File: config.mk
export PLATFORM = sky130hd
export DESIGN_NAME = sorted_counted_key_table_core
export DESIGN_NICKNAME = d
export VERILOG_FILES = /design/src/hw/rtl/sckt_pkg.sv /design/src/hw/rtl/sorted_counted_key_table_core.sv
export SDC_FILE = /design/constraint.sdc
export NUM_CORES = 1
export LEC_CHECK = 0
export ABC_CLOCK_PERIOD_IN_PS = 4200
export BUFFER_PORTS_ARGS = -buffer_cell sky130_fd_sc_hd__buf_2
export CAP_MARGIN = 20
export CELL_PAD_IN_SITES_DETAIL_PLACEMENT = 0
export CELL_PAD_IN_SITES_GLOBAL_PLACEMENT = 1
export CORE_UTILIZATION = 30
export CTS_CLUSTER_DIAMETER = 150
export DETAILED_ROUTE_END_ITERATION = 8
export PLACE_DENSITY = 0.5
export SLEW_MARGIN = 25
export SYNTH_ARGS = -nofsm -noshare
export SYNTH_HDL_FRONTEND = slang
export SYNTH_SLANG_ARGS = --single-unit
File: constraint.sdc
create_clock -name aclk -period 4.2 [get_ports aclk]
set_clock_uncertainty 0.1 [all_clocks]
set_input_delay 0.84 -clock aclk [delete_from_list [all_inputs] [get_ports aclk]]
set_output_delay 0.84 -clock aclk [all_outputs]
set_load 0.01 [all_outputs]
File: src/hw/rtl/sckt_pkg.sv
// ----------------------------------------------------------------------------
// sckt_pkg
// Shared types and constants of the sorted counted key table: request and
// result payloads, request and status codes, and the sequencer states.
// ----------------------------------------------------------------------------
package sckt_pkg;

    localparam int KEY_PORT_W          = 16;
    localparam int COUNT_W             = 16;
    localparam int DEFAULT_TABLE_DEPTH = 32;
    localparam int DEFAULT_KEY_BITS    = 16;

    localparam logic [COUNT_W-1:0] COUNT_MAX = '1;

    typedef enum logic [1:0] {
        REQ_ADD    = 2'd0,
        REQ_REMOVE = 2'd1,
        REQ_DUMP   = 2'd2
    } req_type_t;

    typedef enum logic [1:0] {
        STAT_ENTRY       = 2'd0,
        STAT_REMOVE_MISS = 2'd1,
        STAT_TABLE_FULL  = 2'd2
    } status_t;

    typedef struct packed {
        logic [1:0]            req_type;
        logic [KEY_PORT_W-1:0] key;
    } sckt_req_t;

    typedef struct packed {
        logic [1:0]            status;
        logic [KEY_PORT_W-1:0] entry_key;
        logic [COUNT_W-1:0]    entry_count;
        logic                  last;
    } sckt_rsp_t;

    typedef enum logic [3:0] {
        S_IDLE,
        S_SCAN_RD,
        S_SCAN_CMP,
        S_DECIDE,
        S_MOVE_RD,
        S_MOVE_WR,
        S_INSERT,
        S_REPORT,
        S_DUMP_RD,
        S_DUMP_OUT
    } state_t;

endpackage

File: src/hw/rtl/sorted_counted_key_table_core.sv
// ----------------------------------------------------------------------------
// sorted_counted_key_table_core
// Sorted table of distinct keys with counts, kept in one single-port memory.
// s_ (request) and m_ (result) channels both use valid/ready; a transfer
// happens when valid and ready are high at a clock edge. Requests: add one of
// a key, remove one of a key, dump the table. Successful add/remove give no
// result; a remove miss gives one remove-miss result, an add of a new key into
// a full table one table_full result. A dump gives one result per entry in
// ascending key order with last on the final one, and none if empty.
// One request is in work at a time; s_ready is high only while idle.
// Add/remove: each entry scanned takes a memory read, then a compare; each
// entry moved to open or close a slot takes a read, then a write; the update,
// insert or report then finishes the request. Dump: each entry is read, then
// passed to the result register once that is free. The memory port serialises
// all of this.
// A stalled receiver holds the result register; the sequencer waits until it
// frees. Reset (aresetn low, synchronous) empties the table and clears the
// result channel; memory contents are not cleared.
// ----------------------------------------------------------------------------
module sorted_counted_key_table_core #(
    parameter int TABLE_DEPTH = sckt_pkg::DEFAULT_TABLE_DEPTH,
    parameter int KEY_BITS    = sckt_pkg::DEFAULT_KEY_BITS
) (
    input  logic                aclk,
    input  logic                aresetn,
    input  logic                s_valid,
    output logic                s_ready,
    input  sckt_pkg::sckt_req_t s_req,
    output logic                m_valid,
    input  logic                m_ready,
    output sckt_pkg::sckt_rsp_t m_rsp
);

    localparam int KEY_W = (KEY_BITS < sckt_pkg::KEY_PORT_W) ? KEY_BITS : sckt_pkg::KEY_PORT_W;
    localparam int MEM_W = KEY_W + sckt_pkg::COUNT_W;
    localparam int IDX_W = $clog2(TABLE_DEPTH);
    localparam int OCC_W = $clog2(TABLE_DEPTH + 1);

    sckt_pkg::state_t state_reg, state_next;

    logic [1:0]       req_reg, req_next;
    logic [KEY_W-1:0] key_reg, key_next;
    logic [OCC_W-1:0] occ_reg, occ_next;
    logic [OCC_W-1:0] idx_reg, idx_next;
    logic [OCC_W-1:0] j_reg, j_next;
    logic             hit_reg, hit_next;

    logic             m_valid_reg, m_valid_next;
    sckt_pkg::sckt_rsp_t rsp_reg, rsp_next;

    logic [MEM_W-1:0] mem [TABLE_DEPTH];
    logic [MEM_W-1:0] rd_data_reg;
    logic             mem_re, mem_we;
    logic [IDX_W-1:0] rd_addr, wr_addr;
    logic [MEM_W-1:0] wr_data;

    logic [KEY_W-1:0]            rd_key;
    logic [sckt_pkg::COUNT_W-1:0] rd_cnt;
    logic             out_free;
    logic             s_take;
    logic             is_add;
    logic             key_less;
    logic             scan_end;
    logic             full;
    logic             dump_last;
    logic [OCC_W-1:0] j_adj;
    logic             move_done;

    assign rd_key    = rd_data_reg[MEM_W-1 -: KEY_W];
    assign rd_cnt    = rd_data_reg[sckt_pkg::COUNT_W-1:0];
    assign out_free  = !m_valid_reg || m_ready;
    assign s_ready   = (state_reg == sckt_pkg::S_IDLE);
    assign s_take    = s_valid && s_ready;
    assign is_add    = (req_reg == sckt_pkg::REQ_ADD);
    assign key_less  = (rd_key < key_reg);
    assign scan_end  = ((idx_reg + OCC_W'(1)) == occ_reg);
    assign full      = (occ_reg == OCC_W'(TABLE_DEPTH));
    assign dump_last = ((idx_reg + OCC_W'(1)) == occ_reg);
    // add opens a slot moving entries up, remove closes one moving them down
    assign j_adj     = is_add ? (j_reg - OCC_W'(1)) : (j_reg + OCC_W'(1));
    assign move_done = is_add ? (j_adj == idx_reg) : ((j_adj + OCC_W'(1)) == occ_reg);

    assign m_valid = m_valid_reg;
    assign m_rsp   = rsp_reg;

    // Next state
    always_comb begin
        state_next = state_reg;
        case (state_reg)
            sckt_pkg::S_IDLE: begin
                if (s_take) begin
                    case (s_req.req_type)
                        sckt_pkg::REQ_ADD, sckt_pkg::REQ_REMOVE: begin
                            state_next = (occ_reg == '0) ? sckt_pkg::S_DECIDE
                                                         : sckt_pkg::S_SCAN_RD;
                        end
                        sckt_pkg::REQ_DUMP: begin
                            state_next = (occ_reg == '0) ? sckt_pkg::S_IDLE
                                                         : sckt_pkg::S_DUMP_RD;
                        end
                        default: state_next = sckt_pkg::S_IDLE;
                    endcase
                end
            end
            sckt_pkg::S_SCAN_RD: state_next = sckt_pkg::S_SCAN_CMP;
            sckt_pkg::S_SCAN_CMP: begin
                if (key_less && !scan_end) begin
                    state_next = sckt_pkg::S_SCAN_RD;
                end else begin
                    state_next = sckt_pkg::S_DECIDE;
                end
            end
            sckt_pkg::S_DECIDE: begin
                if (is_add) begin
                    if (hit_reg) begin
                        state_next = sckt_pkg::S_IDLE;
                    end else if (full) begin
                        state_next = sckt_pkg::S_REPORT;
                    end else if (idx_reg == occ_reg) begin
                        state_next = sckt_pkg::S_INSERT;
                    end else begin
                        state_next = sckt_pkg::S_MOVE_RD;
                    end
                end else begin
                    if (!hit_reg) begin
                        state_next = sckt_pkg::S_REPORT;
                    end else if (rd_cnt > sckt_pkg::COUNT_W'(1) || scan_end) begin
                        state_next = sckt_pkg::S_IDLE;
                    end else begin
                        state_next = sckt_pkg::S_MOVE_RD;
                    end
                end
            end
            sckt_pkg::S_MOVE_RD: state_next = sckt_pkg::S_MOVE_WR;
            sckt_pkg::S_MOVE_WR: begin
                if (!move_done) begin
                    state_next = sckt_pkg::S_MOVE_RD;
                end else if (is_add) begin
                    state_next = sckt_pkg::S_INSERT;
                end else begin
                    state_next = sckt_pkg::S_IDLE;
                end
            end
            sckt_pkg::S_INSERT: state_next = sckt_pkg::S_IDLE;
            sckt_pkg::S_REPORT: begin
                if (out_free) begin
                    state_next = sckt_pkg::S_IDLE;
                end
            end
            sckt_pkg::S_DUMP_RD: state_next = sckt_pkg::S_DUMP_OUT;
            sckt_pkg::S_DUMP_OUT: begin
                if (out_free) begin
                    state_next = dump_last ? sckt_pkg::S_IDLE : sckt_pkg::S_DUMP_RD;
                end
            end
            default: state_next = sckt_pkg::S_IDLE;
        endcase
    end

    // Datapath and memory control
    always_comb begin
        req_next     = req_reg;
        key_next     = key_reg;
        occ_next     = occ_reg;
        idx_next     = idx_reg;
        j_next       = j_reg;
        hit_next     = hit_reg;
        m_valid_next = m_ready ? 1'b0 : m_valid_reg;
        rsp_next     = rsp_reg;
        mem_re       = 1'b0;
        mem_we       = 1'b0;
        rd_addr      = idx_reg[IDX_W-1:0];
        wr_addr      = idx_reg[IDX_W-1:0];
        wr_data      = {key_reg, sckt_pkg::COUNT_W'(1)};
        case (state_reg)
            sckt_pkg::S_IDLE: begin
                if (s_take) begin
                    req_next = s_req.req_type;
                    key_next = s_req.key[KEY_W-1:0];
                    idx_next = '0;
                    hit_next = 1'b0;
                end
            end
            sckt_pkg::S_SCAN_RD: begin
                mem_re = 1'b1;
            end
            sckt_pkg::S_SCAN_CMP: begin
                if (key_less) begin
                    // advance; past the end the place is the occupancy
                    idx_next = idx_reg + OCC_W'(1);
                end else begin
                    hit_next = (rd_key == key_reg);
                end
            end
            sckt_pkg::S_DECIDE: begin
                if (is_add) begin
                    if (hit_reg) begin
                        mem_we  = 1'b1;
                        wr_data = {key_reg, (rd_cnt == sckt_pkg::COUNT_MAX) ? rd_cnt
                                            : rd_cnt + sckt_pkg::COUNT_W'(1)};
                    end else if (!full) begin
                        j_next = occ_reg;
                    end
                end else if (hit_reg) begin
                    if (rd_cnt > sckt_pkg::COUNT_W'(1)) begin
                        mem_we  = 1'b1;
                        wr_data = {key_reg, rd_cnt - sckt_pkg::COUNT_W'(1)};
                    end else begin
                        j_next = idx_reg;
                        if (scan_end) begin
                            occ_next = occ_reg - OCC_W'(1);
                        end
                    end
                end
            end
            sckt_pkg::S_MOVE_RD: begin
                mem_re  = 1'b1;
                rd_addr = j_adj[IDX_W-1:0];
            end
            sckt_pkg::S_MOVE_WR: begin
                mem_we  = 1'b1;
                wr_addr = j_reg[IDX_W-1:0];
                wr_data = rd_data_reg;
                j_next  = j_adj;
                if (move_done && !is_add) begin
                    occ_next = occ_reg - OCC_W'(1);
                end
            end
            sckt_pkg::S_INSERT: begin
                mem_we   = 1'b1;
                occ_next = occ_reg + OCC_W'(1);
            end
            sckt_pkg::S_REPORT: begin
                // load only once the result register is free, so a waiting
                // transfer keeps its payload
                if (out_free) begin
                    m_valid_next         = 1'b1;
                    rsp_next.status      = is_add ? sckt_pkg::STAT_TABLE_FULL
                                                  : sckt_pkg::STAT_REMOVE_MISS;
                    rsp_next.entry_key   = '0;
                    rsp_next.entry_count = '0;
                    rsp_next.last        = 1'b1;
                end
            end
            sckt_pkg::S_DUMP_RD: begin
                mem_re = 1'b1;
            end
            sckt_pkg::S_DUMP_OUT: begin
                if (out_free) begin
                    m_valid_next         = 1'b1;
                    rsp_next.status      = sckt_pkg::STAT_ENTRY;
                    rsp_next.entry_key   = sckt_pkg::KEY_PORT_W'(rd_key);
                    rsp_next.entry_count = rd_cnt;
                    rsp_next.last        = dump_last;
                    idx_next             = idx_reg + OCC_W'(1);
                end
            end
            default: ;
        endcase
    end

    always_ff @(posedge aclk) begin
        if (!aresetn) begin
            state_reg   <= sckt_pkg::S_IDLE;
            occ_reg     <= '0;
            m_valid_reg <= 1'b0;
        end else begin
            state_reg   <= state_next;
            occ_reg     <= occ_next;
            m_valid_reg <= m_valid_next;
        end
    end

    always_ff @(posedge aclk) begin
        req_reg <= req_next;
        key_reg <= key_next;
        idx_reg <= idx_next;
        j_reg   <= j_next;
        hit_reg <= hit_next;
        rsp_reg <= rsp_next;
    end

    // Table memory: one write and one registered read per cycle
    always_ff @(posedge aclk) begin
        if (mem_we) begin
            mem[wr_addr] <= wr_data;
        end
        if (mem_re) begin
            rd_data_reg <= mem[rd_addr];
        end
    end

endmodule

-- Yosys cells after proc, flatten, opt, wreduce, memory -nomap -nowiden
Memory sizes are Yosys's and may differ from the RTL's. A register that Yosys moved wholly into a read port is not among the register bits.
Cells that the tools add are included.
- add/sub/neg operators: 8
- magnitude comparators: 2
- eq/ne operators: 32
- muxes and demuxes: 61
- reduce and logical (&&, ||, !) cells: 28
- operator list (operator ; number):
    6-bit 2-to-1 mux ; 14
    16-bit 2-to-1 mux ; 5
    35-bit 2-to-1 mux ; 2
    35-bit case mux with 2 select lines ; 1
    32-bit case mux with 2 select lines ; 1
    4-bit case mux with 9 select lines ; 1
    6-bit case mux with 3 select lines ; 2
    6-bit by 1-bit adder with 6-bit output (second input constant) ; 4
    6-bit == test ; 4
    4-bit 2-to-1 mux ; 6
    2-bit != test (second input constant) ; 9
    16-bit by 1-bit adder with 16-bit output (second input constant) ; 1
    16-bit == test ; 1
    16-bit == test (second input constant) ; 1
    4-bit by 3-bit == test with 1-bit output (second input constant) ; 4
    16-bit by 1-bit > comparator with 1-bit output (second input constant) ; 1
    16-bit < comparator ; 1
    16-bit by 1-bit subtractor with 16-bit output (second input constant) ; 1
    3-bit 2-to-1 mux ; 5
    1-bit 2-to-1 mux ; 13
    3-bit != test (second input constant) ; 4
    6-bit case mux with 2 select lines ; 1
    6-bit by 1-bit subtractor with 6-bit output (second input constant) ; 2
    2-bit 2-to-1 mux ; 5
    other kinds (25) ; 42
- register bits after elaboration: 77
- bits in writable memories: 1024
- input port bits: 22
- output and inout bits: 37
- memories: 1
- memory list (memory ; words ; bits a word ; rd ports ; clocked after memory_dff ; wr ports ; line ; RTL):
    mem ; 32 ; 32 ; 1 ; 1 ; 1 ; sorted_counted_key_table_core.sv:51 ; logic [MEM_W-1:0] mem [TABLE_DEPTH];

-- Depth between registers and ports, before layout
Gate-level depths: netlist of run 1.
- depth after elaboration: 8
- gate-level depth with buffers: 12
- gate-level depth less buffers: 10

-- Least setup slack after synthesis of run 1
Ideal clock, no wire load.
- path kind: register to register
- from: register rd_data_reg[0] (read register of mem)
- to: memory mem[0][12] in the netlist's numbering, data pin
- library setup time: 0.467 ns
- arrival: 3.208 ns
- required time: 3.633 ns
- setup slack: 0.425 ns
- cell stages (with the launch flop): 7
- buffers on the path: 0
- clock period less this slack: 3.775 ns
- path through: edfxtp_1 inv_1 ha_1 o2111a_1 a21oi_1 nand2_1 o31ai_1
- cells in the longest elaborated chain, start to end: 5
- elaborated cells on any way between the ends: 10
- those cells by class: add/sub: 2; order compare: 1; eq/ne: 1; mux: 6
- RTL lines (item ; line ; RTL):
    start, declared ; sorted_counted_key_table_core.sv:52 ; logic [MEM_W-1:0] rd_data_reg;
    16-bit by 1-bit subtractor with 16-bit output, or another cell as far along ; sorted_counted_key_table_core.sv:207 ; wr_data = {key_reg, rd_cnt - sckt_pkg::COUNT_W'(1)};
    16-bit 2-to-1 mux (on tied branches) ; sorted_counted_key_table_core.sv:205, sorted_counted_key_table_core.sv:199 ;
    16-bit 2-to-1 mux (on tied branches) ; sorted_counted_key_table_core.sv:204, sorted_counted_key_table_core.sv:197 ;
    16-bit 2-to-1 mux * ; sorted_counted_key_table_core.sv:196 ; if (is_add) begin
    32-bit case mux with 2 select lines * ; sorted_counted_key_table_core.sv:175 ; case (state_reg)
    named net wr_data[12] ; sorted_counted_key_table_core.sv:55 ; logic [MEM_W-1:0] wr_data;
    end, declared ; sorted_counted_key_table_core.sv:51 ;
The timed path passes the listed nets; every way through them passes the cells marked *.

-- Worst setup path in the final report of run 1
- from: register state_reg[1]
- to: register rd_data_reg[1] (read register of mem), data pin
- cells in the longest elaborated chain, start to end: 3
- elaborated cells on any way between the ends: 6
- those cells by class: eq/ne: 3; mux: 2; reduce/logical: 1
- RTL lines (item ; line ; RTL):
    start, declared ; sorted_counted_key_table_core.sv:39 ; sckt_pkg::state_t state_reg, state_next;
    start signal, assigned ; sorted_counted_key_table_core.sv:264 ; state_reg <= sckt_pkg::S_IDLE;
    start signal, assigned ; sorted_counted_key_table_core.sv:268 ; state_reg <= state_next;
    4-bit by 3-bit == test with 1-bit output, or another cell as far along ; sorted_counted_key_table_core.sv:175 ;
    3-bit OR reduction (no source line) ; -- ;
    1-bit 2-to-1 mux ; sorted_counted_key_table_core.sv:175 ;
Parallel ways exist; a longest one is shown, timed or not.
A chain may end at the register's enable or synchronous reset.

==> metrics.md, run 1 <==
| Metric | Value |
|---|---|
| Fin util | 36.2% |
| Die area | 153000 µm² |
| Net Count, Synth | 2372 |
| CTS Root Cell | clkbuf_16 |
| Detail Route Antenna Nets | 0 |
| # clock sinks | 1133 |
| CP bufs+invs | 2 |
| CTS tree | done |
| CP Capture Type | register |
| Internal | 21500 µW |
| Layout filler cell count | 13800 |
| Routed wire length | 136000 µm |
| Fin crit share | 91.6% |
| Slew headroom | 38.3% |
| Routed vias/inst | 5.20 |
| Grt ovf | 0 |
| Unrepaired setup endpoints after global routing | no |
| # rows | 142 |
| Multi-input logic area | 11500 µm² |
| DPL Wire Length | 79200 µm |
| Critical-path maximum fanout | 14 |
| Sequential Area | 33900 µm² |
| DR pass1 iterations | 5 |
| Hold_ws | 0.174 ns |
| Area growth syn-to-layout | 19.5% |
| Post-synth EDFFs | 1122 |
| Startpoint Class | register |
| Vias in the first global route | 24500 |
| Psw | 7830 µW |
| Total chip power | 29400 µW |
| Critical Path AT | 4.20 ns |
| Core Area | 150000 µm² |
| Resize count post-CTS | 0 |
| Worst hold start | s_req[10] |
| Pins Over Slew Limit | 0 |
| CP startpoint | state_reg[1] |
| Nets | 2580 |
| Hold Path Class | input pin to register |
| I/O pins | 59 |
| WL/cell | 29.4 µm |
| Iter 0 DRT Violations | 2269 |
| CTS H-tree lvls | 3 |
| Clock Path Buffers | 3 |
| Synth Flop Type | edfxtp_1 |
| Total CTS buffers | 116 |
| CTS hold repair buffers | 0 |
| Endpoints failing setup | 0 |
| Largest net degree at the start of global routing | 60 |
| Die width | 392 µm |
| Largest register FFs | 1024 |
| Setup TNS | 0 ns |
| Port bufs | 58 |
| Critical path depth | 8 |
| Sw Share | 26.7% |
| Worst skew pair latency | 0.76 ns |
| FF-to-FF path depth | 8 |
| Worst EP required | 4.55 ns |
| Crit-path max cell delay | 0.67 ns |
| RR Startpoint | state_reg[1] |
| R2R Setup Slk | 0.35 ns |
| Yosys warns | 0 |
| Outcome | finished clean |
| Pleak | 0.0168 µW |
| Max_cap viols | 0 |
| Post-Syn Instances | 2323 |
| Maximum clock rate | 260 MHz |
| Clock transition at path regs | 0.07 ns |
| Critical Path End | rd_data_reg[1] |
| Yosys cell types | 70 |
| Commonest non-fill, non-tap cell in the layout | edfxtp_1 |
| Initial core utilization | 30.3% |
| Die Ht | 392 µm |
| Asr flop ratio synth | 0% |
| Post-Syn Area | 45600 µm² |
| Power per cell area | 540 nW/µm² |
| Sequential area share after synthesis | 74.4% |
| Tot GR Track Use | 17.8% |
| Worst-path cell chain | nor4b_4, mux2i_4, buf_12, buf_4, mux4_2, a22o_1, a211oi_1, o22ai_1 |
| Reg power frac | 44.3% |
| Final Hold Viols | 0 |
| Placer congestion estimate | 0.779 |
| Commonest non-fill, non-tap cells in the layout | 1122 x edfxtp_1, 256 x mux4_2, 116 x clkbuf_16 |
| Synthesized area per cell | 19.6 µm² |
| Worst VDD drop | 342 µV |
| First-pass GRT wire length | 193000 µm |
| DRC violation count after routing | 0 |
| Post-synthesis register bit count | 1133 |
| Layout cells sized above 1 | 28.3% |
| Postcts setup bufs | 0 |
| N_diodes | 0 |
| CP max stage cell | mux2i_4 |
| Worst-Margin Slew | 0.922 ns |
| Reg-to-reg critical path endpoint | rd_data_reg[1] |
| Routed vias | 24100 |
| Combinational power share | 18.8% |
| Family with the most delay on the worst path | multiplexers |
| Period minus WS final | 3.85 ns |
| Initial antenna violation count | 3 |
| WS Path Type | register to register |
| Clock power frac | 36.8% |
-- cell families (layout without fill, tap and decap cells) --
family | count (synthesis) | after routing | share of synthesized area [%]
flip-flops | 1133 | 1133 | 74.4
AO/OA/AOI/OAI | 335 | 335 | 5.28
AND/OR/NAND/NOR | 315 | 315 | 3.43
multiplexers | 299 | 299 | 13.6
buffers and inverters | 173 | 473 | 1.59
XOR/XNOR | 41 | 41 | 0.884
adder cells (fa/ha/maj) | 27 | 27 | 0.758
-- cell usage after synthesis (10+ instances only) --
library cell  count  area [µm²]
mux2i_1          37         370
ha_1             26         325
nor4_1           11        68.8
a211oi_1         67         503
o22ai_1          37         231
a21oi_1          37         185
edfxtp_1       1122       33700
inv_1            32         120
nor3_1           14        70.1
o21ai_0          50         250
a22o_1           68         596
dfxtp_1          11         220
mux4_2          256        5770
nand3_1          25         125
xor2_1           15         131
nand2_1          86         323
buf_1            13        48.8
xnor2_1          22         193
clkbuf_1         83         312
and2_1           35         219
nor2_1           81         304
buf_2            36         180
a31oi_1          10        62.6
-- how the worst min path moves through the flow --
stage / cells past startpoint / end
finish: 1 / key_reg[10]
floorplan: 1 / m_rsp[17]
CTS: 1 / key_reg[1]
detailed placement: 2 / m_valid
global placement: 2 / occ_reg[5]
global route: 1 / key_reg[9]
-- area by class of cell --
cell class	instances	share of cell area (%)
well taps	2016	4.64
clock buffers	131	5.44
flip-flops and latches	1133	62.3
repair buffers	230	4.44
clock inverters	79	1.86
multi-input cells	1017	21.1
inverters	33	0.228
-- power by group through the flow --
stage | Sequential [µW] | Combinational [µW] | Clock [µW]
after floorplan | 13100 | 3610 | 0
after global placement | 13300 | 5550 | 0
after detailed placement | 13300 | 5580 | 0
after CTS | 13000 | 5600 | 11100
after global routing | 13000 | 5900 | 11500
final | 13000 | 5530 | 10800
-- per-layer routing --
| metal | global-route usage [%] | routed length, µm | up-vias |
|---|---|---|---|
| met5 | 0 | 0 | - |
| met4 | 4.52 | 2550 | 0 |
| met3 | 2.07 | 6460 | 150 |
| met2 | 28.7 | 65300 | 724 |
| met1 | 25.6 | 62000 | 13100 |
| li1 | - | - | 10100 |
-- per-stage QoR --
step	std cells	setup slack [ns]	cell area, µm²
floorplan	2323	0.425	45600
global placement	4427	0.359	50300
detailed placement	4429	0.437	50400
CTS	4639	0.442	54400
global route	4639	0.285	54400
finish	4639	0.351	54400
Note: power is estimated with default switching activity, not from simulation.
==> run 2, diff against run 1 <==
--- a/config.mk
+++ b/config.mk
@@ -5,7 +5,7 @@
 export SDC_FILE = /design/constraint.sdc
 export NUM_CORES = 1
 export LEC_CHECK = 0
-export ABC_CLOCK_PERIOD_IN_PS = 4200
+export ABC_CLOCK_PERIOD_IN_PS = 3200
 export BUFFER_PORTS_ARGS = -buffer_cell sky130_fd_sc_hd__buf_2
 export CAP_MARGIN = 20
 export CELL_PAD_IN_SITES_DETAIL_PLACEMENT = 0
@@ -13,7 +13,7 @@
 export CORE_UTILIZATION = 30
 export CTS_CLUSTER_DIAMETER = 150
 export DETAILED_ROUTE_END_ITERATION = 8
-export PLACE_DENSITY = 0.5
+export PLACE_DENSITY = 0.52
 export SLEW_MARGIN = 25
 export SYNTH_ARGS = -nofsm -noshare
 export SYNTH_HDL_FRONTEND = slang
==> constraint.sdc (replaced) <==
create_clock -name aclk -period 3.2 [get_ports aclk]
set_clock_uncertainty 0.1 [all_clocks]
set_input_delay 0.64 -clock aclk [delete_from_list [all_inputs] [get_ports aclk]]
set_output_delay 0.64 -clock aclk [all_outputs]
set_load 0.01 [all_outputs]
==> run 2 against run 1 <==
Effect of this change:
- the run now ends with setup timing left
- worst hold slack lost 0.066 ns
- global-route usage fell by 0.17 points
- total power increased by 36%
- worst setup slack got worse by 0.38 ns
- critical path depth rose by 4
- core utilization up 2.0 points
- critical path type unchanged
- sequential share of layout area down 3.3 points
- clock power is 25% higher
- cell area grew 5.6%
- count of clock-buffer cells in the layout rose by 10
- die area is the same
- non-clock buffer count rose by 220
- highest routed layer unchanged
==> metrics.md, run 2 (synthesized netlist as in run 1, its figures left out) <==
| Metric | Value |
|---|---|
| Grt ovf | 0 |
| Layout filler cell count | 13600 |
| Worst VDD drop | 435 µV |
| Routed vias | 24900 |
| Die Ht | 392 µm |
| Slew headroom | 32.1% |
| Initial core utilization | 30.3% |
| Initial antenna violation count | 2 |
| Detail Route Antenna Nets | 0 |
| Maximum clock rate | 309 MHz |
| Layout cells sized above 1 | 36.1% |
| Pleak | 0.0183 µW |
| DRC violation count after routing | 0 |
| Clock Path Buffers | 3 |
| Unrepaired setup endpoints after global routing | yes |
| CTS H-tree lvls | 3 |
| Sequential Area | 33900 µm² |
| # rows | 142 |
| Clock transition at path regs | 0.06 ns |
| DR pass1 iterations | 5 |
| Worst skew pair latency | 0.74 ns |
| Critical Path AT | 3.61 ns |
| Commonest non-fill, non-tap cell in the layout | edfxtp_1 |
| Pins Over Slew Limit | 0 |
| Nets | 2801 |
| CTS Root Cell | clkbuf_16 |
| Final std cells w/o fill | 4864 |
| CTS tree | done |
| Largest net degree at the start of global routing | 34 |
| Worst-Margin Slew | 1.02 ns |
| Area growth syn-to-layout | 26.1% |
| Period minus WS final | 3.23 ns |
| Power per cell area | 694 nW/µm² |
| I/O pins | 59 |
| # clock sinks | 1133 |
| Worst EP required | 3.58 ns |
| Tot GR Track Use | 17.6% |
| Iter 0 DRT Violations | 2314 |
| WL/cell | 28.1 µm |
| Fin crit share | 101% |
| First-pass GRT wire length | 192000 µm |
| Core Area | 150000 µm² |
| Vias in the first global route | 25600 |
| CP Capture Type | register |
| WS Path Type | register to register |
| Outcome | finished, violations left |
| Die width | 392 µm |
| Critical-path maximum fanout | 6 |
| DPL Wire Length | 84900 µm |
| Routed vias/inst | 5.13 |
| Largest register FFs | 1024 |
| Max_cap viols | 0 |
| Final Hold Viols | 0 |
| Setup WS post-layout | -0.0325 ns |
| Total CTS buffers | 117 |
| Commonest non-fill, non-tap cells in the layout | 1122 x edfxtp_1, 256 x mux4_2, 225 x buf_4 |
| Placed insts | 4568 |
| Die area | 153000 µm² |
| Hold Path Class | input pin to register |
| Placer congestion estimate | 0.816 |
| Port bufs | 58 |
| Failing checks | setup timing |
| Dpl ws | -0.304 ns |
| Multi-input logic area | 12000 µm² |
| Endpoints failing setup | 5 |
| Routed wire length | 137000 µm |
| Startpoint Class | register |
[run 2: cell count changes in the layout (fill, tap and decap cells not counted), sizes merged, moves of 2 or more]
cell | previous run | this run
buf | 230 | 425
clkbuf | 131 | 148
dlygate4sd3 | 0 | 17
bufinv | 20 | 12
clkinv | 47 | 54
clkinvlp | 4 | 1
inv | 41 | 39
[run 2: metal layers]
layer | GRT usage (%) | wire length [µm]
met4 | 4.63 | 2650
met3 | 2.18 | 6620
met1 | 24.1 | 59500
met2 | 29.7 | 67900
met5 | 0 | 0
[run 2: metrics by stage]
| step | util [%] | power, µW | instance area (µm²) | hold WS (ns) | setup TNS [ns] |
|---|---|---|---|---|---|
| 3_3_place_gp | 34.5 | 25300 | 51900 | 0.454 | -4.67 |
| 2_1_floorplan | - | 21900 | 45600 | 0.425 | -312.99 |
| 3_5_place_dp | 34.6 | 25300 | 52000 | 0.460 | -3.48 |
| 6_report | 38.2 | 39900 | 57500 | 0.108 | -0.0483 |
| 5_1_grt | 38.2 | 41200 | 57500 | 0.0979 | -1.09 |
| 4_1_cts | 37.6 | 39400 | 56500 | 0.0750 | -0.454 |
[run 2: worst paths after layout]
path / start / to / slack (ns) / depth (start not counted)
worst max-delay path: req_reg[1] / rd_data_reg[5] / -0.03 / 12
worst min-delay path: s_req[16] / req_reg[0] / 0.11 / 1
worst max register to register: req_reg[1] / rd_data_reg[5] / -0.03 / 12
worst min register to register: occ_reg[4] / occ_reg[4] / 0.47 / 2
[run 2: power breakdown]
| part | internal [µW] | total, µW | switching, µW |
|---|---|---|---|
| combinational | 4600 | 9400 | 4800 |
| clock | 7680 | 13500 | 5790 |
| sequential | 16700 | 17000 | 267 |
[run 2: worst max-delay path, cell delays in order, from the launching register on]
cell	delay (ns)
edfxtp_1	0.43
nor2_4	0.17
xnor2_2	0.09
ha_2	0.20
or3_4	0.37
o31a_1	0.30
xnor2_2	0.17
buf_4	0.16
a21o_4	0.23
buf_12	0.18
buf_8	0.13
mux2i_4	0.28
o22ai_4	0.13
[run 2: layout make-up]
class / count / share of cell area, %
Tap cell: 2016 / 4.39
Sequential cell: 1133 / 59.0
Multi-Input combinational cell: 1017 / 21.0
Antenna cell: 1 / 0.00435
Clock buffer: 141 / 5.25
Clock inverter: 73 / 1.26
Timing Repair Buffer: 450 / 8.91
Inverter: 33 / 0.216
[run 2: timing repair]
action	4_1_cts	5_1_grt
pin swaps	18	24
hold endpoints to repair	17	0
resized for setup	82	73
endpoints found under the setup margin	38	38
hold buffers	17	0
cloned	3	8
buffers inserted	13	42
